===== src/design/irs_pkg.sv =====
// Shared types and constants of the inverse roulette selector.
// No dependencies; irs_ctrl, irs_datapath and the top level import this package.
`default_nettype none

package irs_pkg;

  // Store depth and the widths that follow from it
  localparam int MAX_ENTRIES = 64;
  localparam int IDX_W       = $clog2(MAX_ENTRIES);
  localparam int CNT_W       = $clog2(MAX_ENTRIES + 1);

  // Field widths
  localparam int CFG_W    = 7;
  localparam int ENTRY_W  = 6;
  localparam int FIT_W    = 32;
  localparam int SPIN_W   = 17;
  localparam int CHOSEN_W = 6;
  localparam int WEIGHT_W = 32;

  localparam int TOTAL_W     = WEIGHT_W + IDX_W;
  localparam int TARGET_W    = TOTAL_W + SPIN_W;
  localparam int SPIN_FRAC_W = 16;

  localparam int CMP_N_W = (CNT_W > CFG_W) ? CNT_W : CFG_W;
  localparam int CMP_E_W = (CNT_W > ENTRY_W) ? CNT_W : ENTRY_W;

  // Reciprocal divider: quotient bits, one per step
  localparam int DIV_STEPS = 32;
  localparam int DIV_CNT_W = $clog2(DIV_STEPS);

  localparam logic [CFG_W-1:0]    ACTIVE_RESET  = CFG_W'(64);
  localparam logic [SPIN_W-1:0]   SPIN_ONE      = SPIN_W'(65536);
  localparam logic [FIT_W-1:0]    FIT_SAT_LIMIT = FIT_W'(65536);
  localparam logic [WEIGHT_W-1:0] WEIGHT_MAX    = '1;
  // 2^48 shifted right by the quotient width: the first partial remainder
  localparam logic [FIT_W-1:0]    DIV_REM_INIT  = FIT_W'(65536);

  localparam logic ACT_STORE  = 1'b0;
  localparam logic ACT_SELECT = 1'b1;

  typedef enum logic [3:0] {
    ST_CLEAR,
    ST_IDLE,
    ST_DECODE,
    ST_DIV,
    ST_WRITE,
    ST_SUM,
    ST_SUM_END,
    ST_MUL,
    ST_SCAN,
    ST_SCAN_END,
    ST_DONE
  } irs_state_t;

  typedef struct packed {
    logic load;       // capture an accepted item
    logic clr;        // write zero at the walk address, advance
    logic div_step;   // one restoring division step
    logic wr_weight;  // write the weight of a store item
    logic issue;      // read the weight at the walk address, advance
    logic mul;        // form spin * total, start the prefix scan
  } irs_cmd_t;

  typedef struct packed {
    logic sel;        // captured item is a select
    logic idx_ok;     // store entry lies inside the store
    logic sat;        // weight saturates, no division needed
    logic clr_last;   // walk address at the last store entry
    logic walk_last;  // walk address at the last active entry
    logic div_last;   // final division step
  } irs_status_t;

endpackage

`default_nettype wire


===== src/design/irs_ram.sv =====
// Generic single-port-write, single-port-read RAM with registered read data.
// No dependencies.
`default_nettype none

module irs_ram #(
  parameter int WIDTH = 32,
  parameter int DEPTH = 64
) (
  input  wire logic                     clk,
  input  wire logic                     we,
  input  wire logic [$clog2(DEPTH)-1:0] waddr,
  input  wire logic [WIDTH-1:0]         wdata,
  input  wire logic [$clog2(DEPTH)-1:0] raddr,
  output logic      [WIDTH-1:0]         rdata
);

  logic [WIDTH-1:0] mem [DEPTH];

  always_ff @(posedge clk) begin
    if (we) begin
      mem[waddr] <= wdata;
    end
    rdata <= mem[raddr];
  end

endmodule

`default_nettype wire


===== src/design/irs_ctrl.sv =====
// Controller state machine of the inverse roulette selector.
// Depends on irs_pkg; drives irs_datapath through irs_cmd_t.
`default_nettype none

module irs_ctrl import irs_pkg::*; (
  input  wire logic        clk,
  input  wire logic        rst_n,
  input  wire logic        start,
  input  wire irs_status_t status,
  output irs_cmd_t         cmd,
  output logic             busy,
  output logic             out_valid
);

  irs_state_t state_r, state_nxt;

  always_ff @(posedge clk) begin
    if (!rst_n) begin
      state_r <= ST_CLEAR;
    end else begin
      state_r <= state_nxt;
    end
  end

  always_comb begin
    state_nxt = state_r;
    case (state_r)
      ST_CLEAR:    if (status.clr_last) state_nxt = ST_IDLE;
      ST_IDLE:     if (start) state_nxt = ST_DECODE;
      ST_DECODE: begin
        if (status.sel) state_nxt = ST_SUM;
        else if (!status.idx_ok) state_nxt = ST_IDLE;
        else if (status.sat) state_nxt = ST_WRITE;
        else state_nxt = ST_DIV;
      end
      ST_DIV:      if (status.div_last) state_nxt = ST_WRITE;
      ST_WRITE:    state_nxt = ST_IDLE;
      ST_SUM:      if (status.walk_last) state_nxt = ST_SUM_END;
      ST_SUM_END:  state_nxt = ST_MUL;
      ST_MUL:      state_nxt = ST_SCAN;
      ST_SCAN:     if (status.walk_last) state_nxt = ST_SCAN_END;
      ST_SCAN_END: state_nxt = ST_DONE;
      ST_DONE:     state_nxt = ST_IDLE;
      default:     state_nxt = ST_CLEAR;
    endcase
  end

  always_comb begin
    cmd           = '0;
    busy          = 1'b1;
    out_valid     = 1'b0;
    case (state_r)
      ST_CLEAR: cmd.clr = 1'b1;
      ST_IDLE: begin
        busy     = 1'b0;
        cmd.load = start;
      end
      ST_DIV:   cmd.div_step  = 1'b1;
      ST_WRITE: cmd.wr_weight = 1'b1;
      ST_SUM:   cmd.issue     = 1'b1;
      ST_MUL:   cmd.mul       = 1'b1;
      ST_SCAN:  cmd.issue     = 1'b1;
      ST_DONE:  out_valid     = 1'b1;
      default:  cmd           = '0;
    endcase
  end

endmodule

`default_nettype wire


===== src/design/irs_datapath.sv =====
// Datapath of the inverse roulette selector: item registers, reciprocal
// divider, weight store walk and prefix compare. Depends on irs_pkg, irs_ram.
`default_nettype none

module irs_datapath import irs_pkg::*; (
  input  wire logic                clk,
  input  wire logic                rst_n,
  input  wire irs_cmd_t            cmd,
  output irs_status_t              status,
  input  wire logic                cfg_we,
  input  wire logic [CFG_W-1:0]    cfg_data,
  input  wire logic                in_action,
  input  wire logic [ENTRY_W-1:0]  in_entry_index,
  input  wire logic [FIT_W-1:0]    in_fitness_value,
  input  wire logic [SPIN_W-1:0]   in_spin,
  output logic      [CHOSEN_W-1:0] out_chosen_index
);

  // Control registers
  logic [CFG_W-1:0]     active_r, active_nxt;
  logic [IDX_W-1:0]     addr_r, addr_nxt;
  logic                 pend_r, pend_nxt;
  logic [DIV_CNT_W-1:0] div_cnt_r, div_cnt_nxt;
  logic                 scan_r, scan_nxt;
  logic                 found_r, found_nxt;

  // Payload registers
  logic                 sel_r, sel_nxt;
  logic                 idx_ok_r, idx_ok_nxt;
  logic                 sat_r, sat_nxt;
  logic [IDX_W-1:0]     idx_r, idx_nxt;
  logic [CNT_W-1:0]     n_r, n_nxt;
  logic [SPIN_W-1:0]    spin_r, spin_nxt;
  logic [FIT_W-1:0]     div_r, div_nxt;
  logic [FIT_W-1:0]     rem_r, rem_nxt;
  logic [WEIGHT_W-1:0]  q_r, q_nxt;
  logic [IDX_W-1:0]     rd_addr_r, rd_addr_nxt;
  logic [TOTAL_W-1:0]   total_r, total_nxt;
  logic [TOTAL_W-1:0]   run_r, run_nxt;
  logic [TARGET_W-1:0]  target_r, target_nxt;
  logic [IDX_W-1:0]     pick_r, pick_nxt;

  logic [CMP_N_W-1:0]   act_wide;
  logic [FIT_W:0]       rem_shift;
  logic                 rem_ge;
  logic [TOTAL_W-1:0]   run_sum;
  logic                 hit;

  logic                 ram_we;
  logic [IDX_W-1:0]     ram_waddr;
  logic [WEIGHT_W-1:0]  ram_wdata;
  logic [WEIGHT_W-1:0]  ram_rdata;

  irs_ram #(
    .WIDTH (WEIGHT_W),
    .DEPTH (MAX_ENTRIES)
  ) u_ram (
    .clk   (clk),
    .we    (ram_we),
    .waddr (ram_waddr),
    .wdata (ram_wdata),
    .raddr (addr_r),
    .rdata (ram_rdata)
  );

  assign ram_we    = cmd.clr | cmd.wr_weight;
  assign ram_waddr = cmd.clr ? addr_r : idx_r;
  assign ram_wdata = cmd.clr ? '0 : (sat_r ? WEIGHT_MAX : q_r);

  assign act_wide  = CMP_N_W'(active_r);
  assign rem_shift = {rem_r, 1'b0};
  assign rem_ge    = rem_shift >= {1'b0, div_r};
  assign run_sum   = run_r + TOTAL_W'(ram_rdata);
  assign hit       = !found_r &&
                     (target_r <= TARGET_W'({run_sum, {SPIN_FRAC_W{1'b0}}}));

  always_comb begin
    active_nxt  = cfg_we ? cfg_data : active_r;
    addr_nxt    = addr_r;
    pend_nxt    = cmd.issue;
    div_cnt_nxt = div_cnt_r;
    scan_nxt    = scan_r;
    found_nxt   = found_r;
    sel_nxt     = sel_r;
    idx_ok_nxt  = idx_ok_r;
    sat_nxt     = sat_r;
    idx_nxt     = idx_r;
    n_nxt       = n_r;
    spin_nxt    = spin_r;
    div_nxt     = div_r;
    rem_nxt     = rem_r;
    q_nxt       = q_r;
    rd_addr_nxt = cmd.issue ? addr_r : rd_addr_r;
    total_nxt   = total_r;
    run_nxt     = run_r;
    target_nxt  = target_r;
    pick_nxt    = pick_r;

    if (cmd.load) begin
      addr_nxt    = '0;
      div_cnt_nxt = '0;
      scan_nxt    = 1'b0;
      sel_nxt     = in_action == ACT_SELECT;
      idx_ok_nxt  = CMP_E_W'(in_entry_index) < CMP_E_W'(MAX_ENTRIES);
      sat_nxt     = in_fitness_value <= FIT_SAT_LIMIT;
      idx_nxt     = IDX_W'(in_entry_index);
      spin_nxt    = (in_spin > SPIN_ONE) ? SPIN_ONE : in_spin;
      div_nxt     = in_fitness_value;
      rem_nxt     = DIV_REM_INIT;
      total_nxt   = '0;
      if (act_wide == '0) begin
        n_nxt = CNT_W'(1);
      end else if (act_wide > CMP_N_W'(MAX_ENTRIES)) begin
        n_nxt = CNT_W'(MAX_ENTRIES);
      end else begin
        n_nxt = CNT_W'(act_wide);
      end
    end

    if (cmd.clr || cmd.issue) begin
      addr_nxt = addr_r + IDX_W'(1);
    end

    if (cmd.div_step) begin
      rem_nxt     = rem_ge ? FIT_W'(rem_shift - {1'b0, div_r}) : rem_shift[FIT_W-1:0];
      q_nxt       = {q_r[WEIGHT_W-2:0], rem_ge};
      div_cnt_nxt = div_cnt_r + DIV_CNT_W'(1);
    end

    if (cmd.mul) begin
      target_nxt = TARGET_W'(spin_r) * TARGET_W'(total_r);
      addr_nxt   = '0;
      scan_nxt   = 1'b1;
      found_nxt  = 1'b0;
      run_nxt    = '0;
      pick_nxt   = IDX_W'(n_r - CNT_W'(1));
    end

    // Fold in the weight whose read was issued in the cycle before
    if (pend_r) begin
      if (!scan_r) begin
        total_nxt = total_r + TOTAL_W'(ram_rdata);
      end else begin
        run_nxt = run_sum;
        if (hit) begin
          found_nxt = 1'b1;
          pick_nxt  = rd_addr_r;
        end
      end
    end
  end

  always_ff @(posedge clk) begin
    if (!rst_n) begin
      active_r  <= ACTIVE_RESET;
      addr_r    <= '0;
      pend_r    <= 1'b0;
      div_cnt_r <= '0;
      scan_r    <= 1'b0;
      found_r   <= 1'b0;
    end else begin
      active_r  <= active_nxt;
      addr_r    <= addr_nxt;
      pend_r    <= pend_nxt;
      div_cnt_r <= div_cnt_nxt;
      scan_r    <= scan_nxt;
      found_r   <= found_nxt;
    end
  end

  always_ff @(posedge clk) begin
    sel_r     <= sel_nxt;
    idx_ok_r  <= idx_ok_nxt;
    sat_r     <= sat_nxt;
    idx_r     <= idx_nxt;
    n_r       <= n_nxt;
    spin_r    <= spin_nxt;
    div_r     <= div_nxt;
    rem_r     <= rem_nxt;
    q_r       <= q_nxt;
    rd_addr_r <= rd_addr_nxt;
    total_r   <= total_nxt;
    run_r     <= run_nxt;
    target_r  <= target_nxt;
    pick_r    <= pick_nxt;
  end

  assign status.sel       = sel_r;
  assign status.idx_ok    = idx_ok_r;
  assign status.sat       = sat_r;
  assign status.clr_last  = addr_r == IDX_W'(MAX_ENTRIES - 1);
  assign status.walk_last = addr_r == IDX_W'(n_r - CNT_W'(1));
  assign status.div_last  = div_cnt_r == DIV_CNT_W'(DIV_STEPS - 1);

  assign out_chosen_index = CHOSEN_W'(pick_r);

endmodule

`default_nettype wire


===== src/design/inverse_roulette_selector.sv =====
// Inverse-fitness roulette wheel selector: top level.
// Depends on irs_pkg, irs_ctrl, irs_datapath (which holds irs_ram).
//
// Usage:
//   Items enter on start while busy is low. A store item (in_action = 0)
//   turns in_fitness_value (unsigned Q16.16) into the weight
//   floor(2^48 / fitness), saturated to 2^32-1, and writes it to entry
//   in_entry_index; it gives no result. A select item (in_action = 1)
//   picks an entry with probability proportional to its weight, using
//   in_spin (65536 = 1.0), and pulses out_valid for one cycle with
//   out_chosen_index. The receiver cannot stall: sample on out_valid.
//   The active entry count is written on cfg_valid (cfg_ready always high).
// Sequencing (n = active entries):
//   store: the next item is taken after the weight write; a weight that
//   does not saturate first runs a 32-step restoring divider, one quotient bit a cycle.
//   select: the result comes after two walks over the n active entries
//   through the single read port of the weight RAM: one to total the
//   weights, one to scan prefix sums. The next item is taken in the cycle
//   after out_valid.
// Reset: rst_n (synchronous) starts a clearing pass that zeroes all MAX_ENTRIES
//   (64) entries of the weight store, with busy high; config is still taken.

`default_nettype none

module inverse_roulette_selector import irs_pkg::*; (
  input  wire logic                clk,
  input  wire logic                rst_n,
  // item channel
  input  wire logic                start,
  output logic                     busy,
  input  wire logic                in_action,
  input  wire logic [ENTRY_W-1:0]  in_entry_index,
  input  wire logic [FIT_W-1:0]    in_fitness_value,
  input  wire logic [SPIN_W-1:0]   in_spin,
  // result channel
  output logic                     out_valid,
  output logic      [CHOSEN_W-1:0] out_chosen_index,
  // configuration channel
  input  wire logic                cfg_valid,
  output logic                     cfg_ready,
  input  wire logic [CFG_W-1:0]    cfg_active_count
);

  irs_cmd_t    cmd;
  irs_status_t status;

  // User must send config writes only while idle (block does not check); take at once
  assign cfg_ready = 1'b1;

  // Sequence the store/select work
  irs_ctrl u_ctrl (
    .clk       (clk),
    .rst_n     (rst_n),
    .start     (start),
    .status    (status),
    .cmd       (cmd),
    .busy      (busy),
    .out_valid (out_valid)
  );

  // Hold the weights, divide, sum and scan
  irs_datapath u_dp (
    .clk              (clk),
    .rst_n            (rst_n),
    .cmd              (cmd),
    .status           (status),
    .cfg_we           (cfg_valid & cfg_ready),
    .cfg_data         (cfg_active_count),
    .in_action        (in_action),
    .in_entry_index   (in_entry_index),
    .in_fitness_value (in_fitness_value),
    .in_spin          (in_spin),
    .out_chosen_index (out_chosen_index)
  );

endmodule

`default_nettype wire


===== config.mk =====
export PLATFORM = sky130hd
export DESIGN_NAME = inverse_roulette_selector
export DESIGN_NICKNAME = d
export VERILOG_FILES = /design/src/design/irs_pkg.sv /design/src/design/irs_ram.sv /design/src/design/irs_ctrl.sv /design/src/design/irs_datapath.sv /design/src/design/inverse_roulette_selector.sv
export SDC_FILE = /design/constraint.sdc
export NUM_CORES = 2
export LEC_CHECK = 0
export ABC_AREA = 1
export BUFFER_PORTS_ARGS = -buffer_cell sky130_fd_sc_hd__buf_2
export CAP_MARGIN = 20
export CORE_ASPECT_RATIO = 2
export CORE_MARGIN = 2
export CORE_UTILIZATION = 50
export CTS_CLUSTER_SIZE = 8
export DETAILED_ROUTE_END_ITERATION = 10
export PLACE_DENSITY = 0.65
export SYNTH_ARGS = -nofsm -noshare
export SYNTH_HDL_FRONTEND = slang
export SYNTH_SLANG_ARGS = --single-unit

===== constraint.sdc =====
create_clock -name clk -period 6.86 [get_ports clk]
set_input_delay 0 -clock clk [delete_from_list [all_inputs] [get_ports clk]]
set_output_delay 0 -clock clk [all_outputs]
set_load 0.02 [all_outputs]

==> metrics <==
clock sink count 2375; core box area between 200000 and 250000 µm²; clock slew at reported path FFs 0.07 ns; Syn Nets 12800; first-pass GRT wire length 600000 µm; vias in the first global route between 90000 and 100k; Worst setup EP type register; drt wl/cell 26.8 µm; DR vias 91500; Startpoint Class register; Num CTS Buffers 339; DIE AREA approximately 250000 µm²; met2 Resource Use GR 59.5%; relative slew slack 28.0%; Final Power 75.3 mW; Worst EP arrival 7.31 ns; crit share post-route between 90% and 100%; Req. time, crit path 7.46 ns; Post-Synthesis Cells approximately 12000; fmax about 150 MHz; crit path max fanout 14; CTS root buf clkbuf_16; ANT nets after route 0; placed cell area between 100000 and 150000 µm²; 1st-iter DRT viols 9356; Most used DFF post-synth edfxtp_1; IO Port Bufs between 70 and 80; latest clock arrival within the worst-skew pair 0.89 ns; met3 Track Usage GR approximately 4.5%; VDD IR max 0.000930 V; CTS tree built; nets@finish 13000; layout cell share with drive strength beyond 1 7.10%; Post-synth EDFFs 2236; Rows 256; reg2reg start u_dp.total_r[14]$_DFF_P_; fin crit period 6.72 ns; worst r2r path cells 18; Syn Area/Cell between 10 and 15 µm²; initial antenna violation count 15; unrepaired setup endpoints after global routing false; Critical Path End u_dp.target_r[29]$_DFFE_PP_; worst setup path startpoint u_dp.total_r[14]$_DFF_P_; Post-Syn Area around 120000 µm²; I/O pin count 76; Yosys cell types 47; Post-synth ARST share 0%; Hold Fails Final Rpt 0; Worst R2R End u_dp.target_r[29]$_DFFE_PP_; worst-case clock buffer depth 4; RD Place Congestion 1.05; DRC Markers 0; worst min-delay path startpoint in_fitness_value[16]; Pins Over Slew Limit 0; GRT Total Usage 33.0%; Clock Skew 0.0732 ns; most common cell after layout, fill and taps aside edfxtp_1; grt total ovfl 0; busiest grt layer met2; Die Y 703 µm; Die W 353 µm; starting density of the core around half; vias per cell 5.94; register area share after synthesis 57.3%; r2r setup slk ~0.14 ns; FF+latch count, synth between 2000 and 2500; Final setup viols 0; worst setup path category register to register; Detailed Routing Iterations Pass 1 9; largest net degree at the start of global routing between 150 and 200; DP Worst Slack 0.104 ns; status completed; GRT met1 Usage approximately a third; Synth warnings 0; Layout Area Growth over Synthesis 12.9%; Hold WS 0.0492 ns; Worst-Margin Slew 1.08 ns; WL final slightly above 400000 µm; DP HPWL 270000 µm; PD cells roughly 550 nW/µm²; fin worst setup slack 0.144 ns; most frequent cells in the layout edfxtp_1 (2236), nand2_1 (2181), nor2_1 (1492), inv_1 (1373), o21ai_0 (1194); Hold WC Path Type input port to register; final instance area 138000 µm²; Setup TNS Final 0 ns; H-tree depth 5; max_cap viols 0; LEAKAGE 55.1 nW
[routing by layer]
layer,wire (µm),up-vias
met5,61,-
met4,44400,10
met3,27000,1539
met2,214000,4424
met1,128000,45300
li1,-,40300
[power by group]
part / switching (mW) / total (mW) / internal [mW]
clock network: 6.04 / 15.0 / 8.96
registers: 0.298 / 17.6 / 17.3
logic: 28.6 / 42.7 / 14.1
total: 34.9 / 75.3 / 40.4
[area by class of cell]
type,instances,area (µm²)
flip-flops and latches,2375,69900
clock buffers,415,8880
repair buffers,502,4460
inverters,1387,5240
well taps,3225,4040
clock inverters,17,264
multi-input cells,7494,45100
fillers,20200,105000
diodes,4,10.0
[kinds of logic after synthesis]
| family | synth area share, % |
|---|---|
| compound gates | 9.03 |
| other cells | 0.00307 |
| simple gates | 15.0 |
| buf+inv | 6.44 |
| fa+ha+maj | 11.6 |
| flops | 57.3 |
| xor+xnor | 0.603 |
[cell usage after synthesis, types with 22 or more instances]
master | instances | area share, %
o22ai_1 | 513 | 2.6
xor2_1 | 50 | 0.36
nor3_1 | 38 | 0.16
buf_2 | 102 | 0.42
nor2_1 | 1590 | 4.9
nand3_1 | 642 | 2.6
o21ai_0 | 1196 | 4.9
and2_1 | 22 | 0.11
o21bai_1 | 24 | 0.15
nand4_1 | 47 | 0.24
clkbuf_1 | 436 | 1.3
ha_1 | 267 | 2.7
a21oi_1 | 228 | 0.93
nand2_1 | 2182 | 6.7
edfxtp_1 | 2236 | 55
dfxtp_1 | 139 | 2.3
xnor2_1 | 34 | 0.24
fa_1 | 542 | 8.9
inv_1 | 1379 | 4.2
buf_1 | 80 | 0.25
[stage by stage]
| step | std cells | util (%) |
|---|---|---|
| floorplan | 11900 | - |
| global placement | 14800 | 52.3 |
| detailed placement | 14800 | 52.3 |
| CTS | 15400 | 56.7 |
| global route | 15400 | 56.7 |
| finish | 15400 | 56.7 |
[worst max-delay path, stage by stage, from the launching register on]
cell	delay, ns
dfxtp_1	0.76
nand2_1	0.19
fa_1	0.54
fa_1	0.53
fa_1	0.52
inv_1	0.05
fa_1	0.50
fa_1	0.50
inv_1	0.05
fa_1	0.48
inv_1	0.05
ha_1	0.35
a21oi_1	0.24
o21ai_0	0.22
a21oi_2	0.57
o21ai_0	0.16
buf_4	0.18
a21oi_1	0.41
xnor2_1	0.12
[how the worst min path moves through the flow]
| stage | end | slack (ns) | cells past startpoint |
|---|---|---|---|
| after CTS | u_dp.sat_r$_DFFE_PP_ | 0.02 | 3 |
| final | u_dp.sat_r$_DFFE_PP_ | 0.05 | 3 |
| after floorplan | u_dp.div_r[0]$_DFFE_PP_ | 0.1 | 0 |
| after global routing | u_dp.sat_r$_DFFE_PP_ | 0.06 | 3 |
| after global placement | u_dp.sel_r$_DFFE_PP_ | 0.19 | 1 |
| after detailed placement | u_dp.div_r[29]$_DFFE_PP_ | 0.20 | 1 |
[registers in the layout (all words and copies together) (netlist names), 32 cells and up]
register,count
u_dp.u_ram.mem,2048
u_dp.target_r,55
u_dp.run_r,38
u_dp.total_r,38
u_dp.div_r,32
u_dp.q_r,32
u_dp.rem_r,32
u_dp.u_ram.rdata,32
[what timing repair did]
item,in CTS,in global routing
hold buffers,146,0
hold endpoints to repair,136,0
setup endpoints to repair,0,7
gates resized for setup,0,6
setup buffers,0,0
Power figures use the tool's default switching activity.
